==> src/design/fpsa_pkg.sv <==
// shared types, codes and defaults of the fit policy segment allocator
package fpsa_pkg;

   localparam int SEGMENTS_DEF  = 8;
   localparam int POOL_SIZE_DEF = 1024;
   localparam int ADDR_W        = 16;
   localparam int ENTRY_W       = 2 * ADDR_W;

   localparam logic [1:0] POLICY_FIRST = 2'd0;
   localparam logic [1:0] POLICY_BEST  = 2'd1;
   localparam logic [1:0] POLICY_WORST = 2'd2;

   localparam logic [1:0] STATUS_DONE  = 2'd0;
   localparam logic [1:0] STATUS_NOFIT = 2'd1;
   localparam logic [1:0] STATUS_FULL  = 2'd2;

   localparam logic ACTION_ALLOC = 1'b0;
   localparam logic ACTION_LOAD  = 1'b1;

   typedef struct packed {
      logic              action;
      logic [ADDR_W-1:0] alloc_units;
      logic [ADDR_W-1:0] segment_base;
      logic [ADDR_W-1:0] segment_length;
   } req_type;

   typedef struct packed {
      logic [1:0]        status;
      logic [ADDR_W-1:0] grant_address;
      logic [3:0]        segments_left;
   } rsp_type;

   typedef struct packed {
      logic init_wr;
      logic capture;
      logic scan;
      logic carve;
      logic shift;
      logic respond;
   } ctl_cmd_type;

   typedef struct packed {
      logic scan_done;
      logic found;
      logic drop;
      logic shift_done;
   } ctl_sts_type;

endpackage

==> src/design/fpsa_ram.sv <==
// generic single write, single read ram with registered read data
module fpsa_ram #(
   parameter int WIDTH = 32,
   parameter int DEPTH = 8,
   parameter int AW    = (DEPTH > 1) ? $clog2(DEPTH) : 1
) (
   input  logic             clock,
   input  logic             wr_en,
   input  logic [AW-1:0]    wr_addr,
   input  logic [WIDTH-1:0] wr_data,
   input  logic [AW-1:0]    rd_addr,
   output logic [WIDTH-1:0] rd_data
);

   logic [WIDTH-1:0] mem_ff [DEPTH];
   logic [WIDTH-1:0] rd_data_ff;

   always_ff @(posedge clock) begin
      if (wr_en) begin
         mem_ff[wr_addr] <= wr_data;
      end
      rd_data_ff <= mem_ff[rd_addr];
   end

   assign rd_data = rd_data_ff;

endmodule

==> src/design/fpsa_ctrl.sv <==
// controller state machine of the segment allocator
module fpsa_ctrl (
   input  logic                clock,
   input  logic                reset,
   input  logic                start,
   input  logic                start_load,
   input  fpsa_pkg::ctl_sts_type sts,
   output fpsa_pkg::ctl_cmd_type cmd,
   output logic                busy
);
   import fpsa_pkg::*;

   localparam logic [2:0] ST_INIT  = 3'd0;
   localparam logic [2:0] ST_IDLE  = 3'd1;
   localparam logic [2:0] ST_SCAN  = 3'd2;
   localparam logic [2:0] ST_CARVE = 3'd3;
   localparam logic [2:0] ST_SHIFT = 3'd4;
   localparam logic [2:0] ST_RESP  = 3'd5;

   logic [2:0] state_ff;
   logic [2:0] state_in;

   always_comb begin
      state_in = state_ff;
      cmd      = '0;
      unique case (state_ff)
         ST_INIT: begin
            cmd.init_wr = 1'b1;
            state_in    = ST_IDLE;
         end
         ST_IDLE: begin
            if (start) begin
               cmd.capture = 1'b1;
               state_in    = (start_load == ACTION_LOAD) ? ST_RESP : ST_SCAN;
            end
         end
         ST_SCAN: begin
            cmd.scan = 1'b1;
            if (sts.scan_done) begin
               state_in = ST_CARVE;
            end
         end
         ST_CARVE: begin
            cmd.carve = 1'b1;
            state_in  = (sts.found && sts.drop) ? ST_SHIFT : ST_RESP;
         end
         ST_SHIFT: begin
            cmd.shift = 1'b1;
            if (sts.shift_done) begin
               state_in = ST_RESP;
            end
         end
         ST_RESP: begin
            cmd.respond = 1'b1;
            state_in    = ST_IDLE;
         end
         default: begin
            state_in = ST_IDLE;
         end
      endcase
   end

   always_ff @(posedge clock) begin
      if (reset) begin
         state_ff <= ST_INIT;
      end else begin
         state_ff <= state_in;
      end
   end

   assign busy = (state_ff != ST_IDLE);

endmodule

==> src/design/fpsa_dp.sv <==
// datapath of the segment allocator: table ram, scan, carve and shift-down
module fpsa_dp #(
   parameter int SEGMENTS  = fpsa_pkg::SEGMENTS_DEF,
   parameter int POOL_SIZE = fpsa_pkg::POOL_SIZE_DEF
) (
   input  logic                  clock,
   input  logic                  reset,
   input  fpsa_pkg::ctl_cmd_type cmd,
   output fpsa_pkg::ctl_sts_type sts,
   input  fpsa_pkg::req_type     req_data,
   input  logic                  csr_we,
   input  logic [1:0]            csr_data,
   output logic                  rsp_valid,
   output fpsa_pkg::rsp_type     rsp_data
);
   import fpsa_pkg::*;

   localparam int AW = (SEGMENTS > 1) ? $clog2(SEGMENTS) : 1;
   localparam int CW = $clog2(SEGMENTS + 1);

   logic [1:0]         policy_ff;
   logic [CW-1:0]      count_ff;
   logic [CW-1:0]      count_in;
   req_type            item_ff;

   logic [CW-1:0]      idx_ff;
   logic               ev_valid_ff;
   logic [AW-1:0]      ev_idx_ff;
   logic               found_ff;
   logic [AW-1:0]      pick_idx_ff;
   logic [ADDR_W-1:0]  pick_start_ff;
   logic [ADDR_W-1:0]  pick_size_ff;

   logic [CW-1:0]      sh_idx_ff;
   logic               sh_valid_ff;
   logic [AW-1:0]      sh_dst_ff;

   logic               rsp_valid_ff;
   rsp_type            rsp_data_ff;

   logic               wr_en;
   logic [AW-1:0]      wr_addr;
   logic [ENTRY_W-1:0] wr_data;
   logic [AW-1:0]      rd_addr;
   logic [ENTRY_W-1:0] rd_data;

   logic [ADDR_W-1:0]  ent_start;
   logic [ADDR_W-1:0]  ent_size;
   logic               take;
   logic               scan_more;
   logic               shift_more;
   logic [ADDR_W-1:0]  remain;
   logic               load_full;
   logic               load_ok;
   rsp_type            rsp_in;

   fpsa_ram #(
      .WIDTH (ENTRY_W),
      .DEPTH (SEGMENTS),
      .AW    (AW)
   ) u_ram (
      .clock   (clock),
      .wr_en   (wr_en),
      .wr_addr (wr_addr),
      .wr_data (wr_data),
      .rd_addr (rd_addr),
      .rd_data (rd_data)
   );

   assign ent_start  = rd_data[ENTRY_W-1:ADDR_W];
   assign ent_size   = rd_data[ADDR_W-1:0];
   assign scan_more  = (idx_ff < count_ff);
   assign shift_more = (sh_idx_ff < count_ff);
   assign remain     = pick_size_ff - item_ff.alloc_units;
   assign load_full  = (count_ff >= CW'(SEGMENTS));
   assign load_ok    = (item_ff.segment_length != '0) && !load_full;

   // earlier entries win ties, unknown policy codes behave as first fit
   assign take = ev_valid_ff && (ent_size >= item_ff.alloc_units) &&
                 (!found_ff ||
                  ((policy_ff == POLICY_BEST) && (ent_size < pick_size_ff)) ||
                  ((policy_ff == POLICY_WORST) && (ent_size > pick_size_ff)));

   assign sts.scan_done  = !scan_more && !ev_valid_ff;
   assign sts.found      = found_ff;
   assign sts.drop       = (remain == '0);
   assign sts.shift_done = !shift_more && !sh_valid_ff;

   always_comb begin
      rd_addr = '0;
      if (cmd.scan && scan_more) begin
         rd_addr = idx_ff[AW-1:0];
      end else if (cmd.shift && shift_more) begin
         rd_addr = sh_idx_ff[AW-1:0];
      end
   end

   always_comb begin
      wr_en   = 1'b0;
      wr_addr = '0;
      wr_data = rd_data;
      priority if (cmd.init_wr) begin
         wr_en   = 1'b1;
         wr_data = {ADDR_W'(0), ADDR_W'(POOL_SIZE)};
      end else if (cmd.respond && (item_ff.action == ACTION_LOAD) && load_ok) begin
         wr_en   = 1'b1;
         wr_addr = count_ff[AW-1:0];
         wr_data = {item_ff.segment_base, item_ff.segment_length};
      end else if (cmd.carve && found_ff && (remain != '0)) begin
         wr_en   = 1'b1;
         wr_addr = pick_idx_ff;
         wr_data = {pick_start_ff + item_ff.alloc_units, remain};
      end else if (cmd.shift && sh_valid_ff) begin
         wr_en   = 1'b1;
         wr_addr = sh_dst_ff;
         wr_data = rd_data;
      end
   end

   always_comb begin
      count_in = count_ff;
      rsp_in   = '0;
      if (item_ff.action == ACTION_LOAD) begin
         if (load_ok) begin
            count_in = count_ff + CW'(1);
         end
         rsp_in.status = ((item_ff.segment_length != '0) && load_full) ?
                         STATUS_FULL : STATUS_DONE;
      end else if (found_ff) begin
         if (remain == '0) begin
            count_in = count_ff - CW'(1);
         end
         rsp_in.status        = STATUS_DONE;
         rsp_in.grant_address = pick_start_ff;
      end else begin
         rsp_in.status = STATUS_NOFIT;
      end
      rsp_in.segments_left = 4'(count_in);
   end

   always_ff @(posedge clock) begin
      if (reset) begin
         policy_ff    <= POLICY_FIRST;
         count_ff     <= CW'(1);
         ev_valid_ff  <= 1'b0;
         sh_valid_ff  <= 1'b0;
         found_ff     <= 1'b0;
         rsp_valid_ff <= 1'b0;
      end else begin
         if (csr_we) begin
            policy_ff <= csr_data;
         end
         rsp_valid_ff <= cmd.respond;
         if (cmd.respond) begin
            count_ff <= count_in;
         end
         if (cmd.capture) begin
            found_ff    <= 1'b0;
            ev_valid_ff <= 1'b0;
         end else begin
            ev_valid_ff <= cmd.scan && scan_more;
            if (take) begin
               found_ff <= 1'b1;
            end
         end
         sh_valid_ff <= cmd.shift && shift_more;
      end
   end

   always_ff @(posedge clock) begin
      if (cmd.capture) begin
         item_ff <= req_data;
         idx_ff  <= '0;
      end else if (cmd.scan && scan_more) begin
         idx_ff <= idx_ff + CW'(1);
      end
      ev_idx_ff <= idx_ff[AW-1:0];
      if (take) begin
         pick_idx_ff   <= ev_idx_ff;
         pick_start_ff <= ent_start;
         pick_size_ff  <= ent_size;
      end
      if (cmd.carve) begin
         sh_idx_ff <= CW'(pick_idx_ff) + CW'(1);
      end else if (cmd.shift && shift_more) begin
         sh_idx_ff <= sh_idx_ff + CW'(1);
      end
      sh_dst_ff <= AW'(sh_idx_ff - CW'(1));
      if (cmd.respond) begin
         rsp_data_ff <= rsp_in;
      end
   end

   assign rsp_valid = rsp_valid_ff;
   assign rsp_data  = rsp_data_ff;

endmodule

==> src/design/fit_policy_segment_allocator_unit.sv <==
// top level of the fit policy segment allocator
// An item is taken when start is high and busy is low. A load needs no scan;
// an allocate scans the free table through the single read port of its ram.
// When the chosen segment is used up, the entries above it are shifted down
// by one. The result shows on rsp_data for one cycle with rsp_valid and
// cannot be stalled. After reset busy stays high while the whole pool is
// written as entry 0.
module fit_policy_segment_allocator_unit #(
   parameter int SEGMENTS  = fpsa_pkg::SEGMENTS_DEF,
   parameter int POOL_SIZE = fpsa_pkg::POOL_SIZE_DEF
) (
   input  logic              clock,
   input  logic              reset,
   input  logic              start,
   output logic              busy,
   input  fpsa_pkg::req_type req_data,
   output logic              rsp_valid,
   output fpsa_pkg::rsp_type rsp_data,
   input  logic              csr_valid,
   output logic              csr_ready,
   input  logic [1:0]        csr_data
);
   import fpsa_pkg::*;

   ctl_cmd_type cmd;
   ctl_sts_type sts;

   assign csr_ready = !busy;

   fpsa_ctrl u_ctrl (
      .clock      (clock),
      .reset      (reset),
      .start      (start),
      .start_load (req_data.action),
      .sts        (sts),
      .cmd        (cmd),
      .busy       (busy)
   );

   fpsa_dp #(
      .SEGMENTS  (SEGMENTS),
      .POOL_SIZE (POOL_SIZE)
   ) u_dp (
      .clock     (clock),
      .reset     (reset),
      .cmd       (cmd),
      .sts       (sts),
      .req_data  (req_data),
      .csr_we    (csr_valid && csr_ready),
      .csr_data  (csr_data),
      .rsp_valid (rsp_valid),
      .rsp_data  (rsp_data)
   );

endmodule

==> config.mk <==
export PLATFORM = sky130hd
export DESIGN_NAME = fit_policy_segment_allocator_unit
export DESIGN_NICKNAME = d
export VERILOG_FILES = /design/src/design/fpsa_pkg.sv /design/src/design/fpsa_ram.sv /design/src/design/fpsa_ctrl.sv /design/src/design/fpsa_dp.sv /design/src/design/fit_policy_segment_allocator_unit.sv
export SDC_FILE = /design/constraint.sdc
export NUM_CORES = 1
export LEC_CHECK = 0
export BUFFER_PORTS_ARGS = -buffer_cell sky130_fd_sc_hd__buf_2
export CAP_MARGIN = 20
export CORE_MARGIN = 2
export CORE_UTILIZATION = 50
export DETAILED_ROUTE_END_ITERATION = 8
export PLACE_DENSITY = 0.67
export SYNTH_ARGS = -nofsm -noshare
export SYNTH_HDL_FRONTEND = slang
export SYNTH_SLANG_ARGS = --single-unit
==> constraint.sdc <==
create_clock -name clock -period 17.4 [get_ports clock]
set_clock_uncertainty 0.2 [all_clocks]
set_input_delay 3.48 -clock clock [delete_from_list [all_inputs] [get_ports clock]]
set_output_delay 3.48 -clock clock [all_outputs]
set_load 0.02 [all_outputs]
After elaboration in Yosys (flattened, before gate mapping)
Memory sizes are Yosys's and may differ from the RTL's. A register that Yosys moved wholly into a read port is not among the register bits. Index checks and enable logic that the tools add are counted. W data, S select, Z words.

Add/sub/neg operators: 8. $lt $le $gt $ge: 6. Eq/ne operators: 11. Muxes and demuxes: 37. Bitwise operators: 1. Reduce and logical (&&, ||, !) cells: 34.

Operators with widths (number): $mux W32 (3); $reduce_bool A16 Y1 (2); $mux W3 (10); $mux W4 (6); $logic_and A1 B1 Y1 (17); $add A16 B16 Y16 (1); $ge A16 B16 Y1 (1); $gt A16 B16 Y1 (1); $logic_not A16 Y1 (1); $lt A16 B16 Y1 (1); $sub A16 B16 Y16 (1); $mux W1 (15); $add A4 B1 Y4 const B (3); $pmux W3 S4 (1); $lt A4 B4 Y1 (2); $logic_not A1 Y1 (7); $eq A3 B2 Y1 const B (2); $eq A3 B3 Y1 const B (2); $ne A2 B2 Y1 const B (3); $add A3 B1 Y4 const B (1); $ge A4 B4 Y1 const B (1); $mux W2 (2); $reduce_or A2 Y1 (2); $sub A4 B1 Y4 const B (1); other kinds (10) (11).

Register bits: 133. Memory bits (writable): 256. Input port bits: 55. Output and inout bits: 25. Word-level logic and storage cells: 119. Memories: 1.

Memory list: u_dp.u_ram.mem_ff (depth 8, width 32, rd ports 1, clocked after Yosys merged registers in 1, wr ports 1, RTL line fpsa_ram.sv:15) `logic [WIDTH-1:0] mem_ff [DEPTH];`.

Logic depth before layout (Yosys ltp)
Depth after elaboration: 9. Gate-level depth with buffers: 13. Gate-level depth less buffers: 12.

Hierarchy
From an unflattened synthesis, not the netlist that was laid out.

Cell total of the unflattened synthesis: 1198. Area total of the unflattened synthesis: 18718.0 sq um.

Modules (own cells, without submodules): fpsa_ram (times used 1, cells each 415, area an instance 10466.3 sq um, seq. area each 8328.0 sq um); fpsa_dp (times used 1, cells each 754, area an instance 8020.2 sq um, seq. area each 3703.6 sq um); fpsa_ctrl (times used 1, cells each 27, area an instance 221.5 sq um, seq. area each 60.1 sq um); fit_policy_segment_allocator_unit (times used 1, cells each 2, area an instance 10.0 sq um, seq. area each 0.0 sq um).

Least setup slack after synthesis
OpenSTA, ideal clock, no wires.

Path kind: reg2reg. Start: reg u_dp.item_ff[33] (netlist bit). End: mem u_dp.u_ram.mem_ff[0][0] (enable). Library setup time: 0.470 ns. Arrival: 5.102 ns. Data required time: 16.730 ns. Setup slack: 11.628 ns. Stages on the path, launching flop included: 13. Buffers on the path: 1. Period minus slack after synthesis: 5.772 ns. Cell sequence: edfxtp_1 -> inv_1 -> ha_1 -> nor2b_1 -> o2111ai_1 -> a311o_1 -> o21ai_2 -> xor2_1 -> nor4_2 -> and4_1 -> buf_2 -> nor2_1 -> a211oi_1.

Word-level cells in the longest chain between the ends: 8. Elaborated cells on any way between the ends: 11. Those cells by class: add/sub: 1; mux: 8; reduce/logical: 2.

Ends and longest elaborated chain: from (decl) (RTL line fpsa_dp.sv:24) `req_type item_ff;`; from (signal assigned) (RTL line fpsa_dp.sv:172) `item_ff <= req_data;`; $sub A16 B16 Y16 * (RTL line fpsa_dp.sv:74) `assign remain = pick_size_ff - item_ff.alloc_units;`; $reduce_bool A16 Y1 * (RTL line fpsa_dp.sv:109) `end else if (cmd.carve && found_ff && (remain != '0)) begin`; $logic_and A1 B1 Y1 * (RTL line fpsa_dp.sv:109); $mux W1 (RTL line fpsa_dp.sv:109); $mux W1 (RTL line fpsa_dp.sv:105) `end else if (cmd.respond && (item_ff.action == ACTION_LOAD) && load_ok) begin`; $mux W1 (RTL line fpsa_dp.sv:102) `priority if (cmd.init_wr) begin`; $mux W1 (RTL line fpsa_ram.sv:19) `if (wr_en) begin`; $mux W1 (not written as such) (RTL line fpsa_ram.sv:20) `mem_ff[wr_addr] <= wr_data;`; to (decl) (RTL line fpsa_ram.sv:15).

Mark *: on every way between the ends. The rest lies on a longest branch, timed or not.

Worst setup path in the final report
Start: reg u_ctrl.state_ff[0]. End: out busy.

Word-level cells in the longest chain between the ends: 1.

Ends and longest elaborated chain: from (decl) (RTL line fpsa_ctrl.sv:20) `logic [2:0] state_ff;`; from (signal assigned) (RTL line fpsa_ctrl.sv:67) `state_ff <= state_in;`; $ne A3 B1 Y1 (RTL line fpsa_ctrl.sv:71) `assign busy = (state_ff != ST_IDLE);`; to (decl) (RTL line fit_policy_segment_allocator_unit.sv:15) `output logic busy,`.

Every way passes these cells.

==> results.sh <==
export IMPL_num_vias=13000
export IMPL_ys_warn_count=0
export IMPL_dr_pass1_iters=5
export IMPL_slew_viol_final=0
export IMPL_max_slew_margin=0.303
export IMPL_critPathKind="flop to output port"
export IMPL_critPathMaxStageDelay_ns=0.49
export IMPL_netlist_top_cells_area="edfxtp_1, nand2_1, dfxtp_1"
export IMPL_post_cts_setup_buffer_count=0
export IMPL_hold_class="flop to flop"
export IMPL_syn_area_sq_um=19200
export IMPL_synth_edf_count=366
export IMPL_fp_row_count=71
export IMPL_cts_made_buffers=44
export IMPL_overflow=0
export IMPL_antenna_found_initial=0
export IMPL_synth_fa_ha_area_frac=0.0503
export IMPL_met1Wirelength_microns=20500
export IMPL_hold_violations=0
export IMPL_leakage_nw=8.29
export IMPL_drc=0
export IMPL_cts_resized=0
export IMPL_endpoint="busy"
export IMPL_worstPathCellList="nor2b_1, nor2b_1, inv_1, buf_2"
export IMPL_crit_required_ns=13.72
export IMPL_power_density_nw_per_um2=106
export IMPL_max_freq_mhz=175
export IMPL_dieArea_sq_um=40000
export IMPL_antenna_cells=0
export IMPL_hpwl_microns=30000
export IMPL_outcome="finished clean"
export IMPL_crit_cells=4
export IMPL_cts_tree="done"
export IMPL_ctsHoldBuffers=0
export IMPL_nets=1860
export IMPL_ctsRootBufferMaster="clkbuf_16"
export IMPL_rrSetupSlack_ns=12.14
export IMPL_grt_pass1_wl_microns=70400
export IMPL_yosysTopAreaCellShare=0.573
export IMPL_rsz0062_at_grt="false"
export IMPL_die_h_microns=200
export IMPL_grt_pass1_vias=12300
export IMPL_syn_inst=1661
export IMPL_routedWlPerCell_microns=20.3
export IMPL_synth_area_mux_share=0.0117
export IMPL_synth_compound_area_frac=0.0933
export IMPL_synth_nets=1792
export IMPL_post_synth_xor_area_fraction=0.0132
export IMPL_synth_async_reset_ratio=0
export IMPL_synth_seq_cells=421
export IMPL_area_growth_pct=12.1
export IMPL_die_w_microns=200
export IMPL_coreArea_sq_um=37800
export IMPL_r2r_start="u_dp.item_ff[33]$_DFFE_PP_"
export IMPL_finalSetupViolCount=0
export IMPL_min_period_ns=5.71
export IMPL_drtIter0Drc=1185
export IMPL_grt_max_degree=77
export IMPL_reg2reg_depth=11
export IMPL_routed_via_density=5.73
export IMPL_drive_above_1_share=0.115
export IMPL_fin_crit_sh=0.328
export IMPL_cp_end_kind="output port"
export IMPL_yosys_area_share_simple=0.172
export IMPL_r2r_end="u_dp.u_ram.mem_ff[1][2]$_DFFE_PP_"
export IMPL_yosysSeqAreaShare=0.630
export IMPL_cp_arrival_ns=2.03
export IMPL_port_buffers=79
export IMPL_ir_drop_mv=0.0666
export IMPL_timing_critical_path_from="u_ctrl.state_ff[0]$_SDFFE_PP0P_"
export IMPL_critPathMaxFanout=9
export IMPL_avgSynthCellArea_sq_um=11.6
export IMPL_path_buf_inv=2
export IMPL_groute_usage_overall=0.235
export IMPL_wl_microns=46300
export IMPL_synth_cell_types=79
export IMPL_crit_top_cell="nor2b_1"
export IMPL_tightest_slew_ns=1.05
export IMPL_wl_met2_microns=21000
export IMPL_cp_start_kind="flop"
export IMPL_path_delay_family="simple AND/OR/NAND/NOR gates"
export IMPL_yosys_area_top_type="edfxtp_1"
export IMPL_synth_most_common_cell="edfxtp_1"
export IMPL_start_util=0.508
export IMPL_synth_ff_type="edfxtp_1"
export IMPL_synth_commonest_cells="edfxtp_1, nand2_1, nand3_1, ha_1, o21ai_0"
export IMPL_io_pin_count=80
export IMPL_clockBufferDepth=3
export IMPL_slowest_stage="dfxtp_1"
export IMPL_ant_nets=0
export IMPL_total_power_mw=2.29
export IMPL_synth_top_family_by_area="simple AND/OR/NAND/NOR gates"
export IMPL_cts_clk_slew_worst_paths_ns=0.06
export IMPL_tns_ns=0
export IMPL_clock_latency_ns=0.58
export IMPL_cap_viol_max_count=0
export IMPL_dr_wl_met3_microns=3360
export IMPL_finalWeightedCongestion=0.927
export IMPL_whs_ns=0.201
export IMPL_htreeDepth=2
export IMPL_top_layer="met4"
export IMPL_cts_sinks=421
power by group:
group | internal (mW) | switching [mW]
Sequential | 1.16 | 0.0349
Combinational | 0.0699 | 0.121
Clock | 0.519 | 0.388
placed cells by master (no fill, tap or decap), types with 4 or more instances in the layout:
cell type	n
edfxtp_1	366
nand2_1	331
nand3_1	183
buf_2	79
ha_1	74
o21ai_0	69
a21oi_1	57
dfxtp_1	55
inv_1	54
nor2_1	48
clkbuf_16	44
or3_1	27
nor3_1	24
and2_1	23
buf_4	23
a21o_1	20
mux2i_1	19
o21a_1	17
o211ai_1	17
xnor2_1	16
clkbuf_1	15
xor2_1	13
nor2b_1	12
nor4_1	10
nand2b_1	10
nand4_1	9
and3_1	8
a211oi_1	7
clkinv_1	6
clkinv_2	6
a31oi_1	5
or2_2	4
and4_1	4
o311a_1	4
clkbuf_8	4
sequential cells by signal, summed over array words and instances, names as in the netlist, 4 cells and up:
| signal | flops |
|---|---|
| u_dp.rsp_data | 22 |
| u_dp.pick_start_ff | 16 |
| u_dp.pick_size_ff | 16 |
| u_dp.sh_idx_ff | 4 |
| u_dp.idx_ff | 4 |
| u_dp.item_ff | 49 |
| u_dp.u_ram.rd_data | 32 |
| u_dp.u_ram.mem_ff | 256 |
| u_dp.count_ff | 4 |
worst min path at each step:
stage                              start  slack (ns)  cells after the start                            end
3_3_place_gp   u_dp.ev_idx_ff[2]$_DFF_P_        0.19                      0  u_dp.pick_idx_ff[2]$_DFFE_PP_
4_1_cts        u_dp.ev_idx_ff[1]$_DFF_P_        0.20                      0  u_dp.pick_idx_ff[1]$_DFFE_PP_
6_report       u_dp.ev_idx_ff[1]$_DFF_P_        0.20                      0  u_dp.pick_idx_ff[1]$_DFFE_PP_
3_5_place_dp   u_dp.ev_idx_ff[1]$_DFF_P_        0.19                      0  u_dp.pick_idx_ff[1]$_DFFE_PP_
5_1_grt        u_dp.ev_idx_ff[1]$_DFF_P_        0.20                      0  u_dp.pick_idx_ff[1]$_DFFE_PP_
2_1_floorplan  u_dp.ev_idx_ff[0]$_DFF_P_        0.19                      0  u_dp.pick_idx_ff[0]$_DFFE_PP_
through the flow:
stage	util	setup WS [ns]	area [sq um]	cells
after global placement	0.533	12.35	20100	2194
after CTS	0.570	11.70	21500	2276
after detailed placement	0.533	12.23	20100	2194
after global routing	0.570	11.51	21500	2276
final	0.570	11.69	21500	2276
after floorplan	-	11.63	19200	1661
area by class of cell:
| type | count | area [sq um] |
|---|---|---|
| well taps | 511 | 639 |
| repair buffers | 102 | 568 |
| fillers | 3075 | 16200 |
| flip-flops and latches | 421 | 12100 |
| clock buffers | 63 | 1210 |
| multi-input cells | 1105 | 6610 |
| clock inverters | 19 | 178 |
| inverters | 55 | 206 |
cell families after synthesis:
logic type | count (synthesis)
xor+xnor | 29
flops | 421
compound gates | 265
fa+ha+maj | 76
simple gates | 713
mux | 22
buf+inv | 135
layer usage:
| layer | vias up | global-route usage |
|---|---|---|
| met1 | 6244 | 0.334 |
| li1 | 6217 | - |
| met4 | 0 | 0.0897 |
| met3 | 82 | 0.0353 |
| met5 | - | 0 |
| met2 | 490 | 0.368 |
Note: power is estimated with default switching activity, not from simulation.
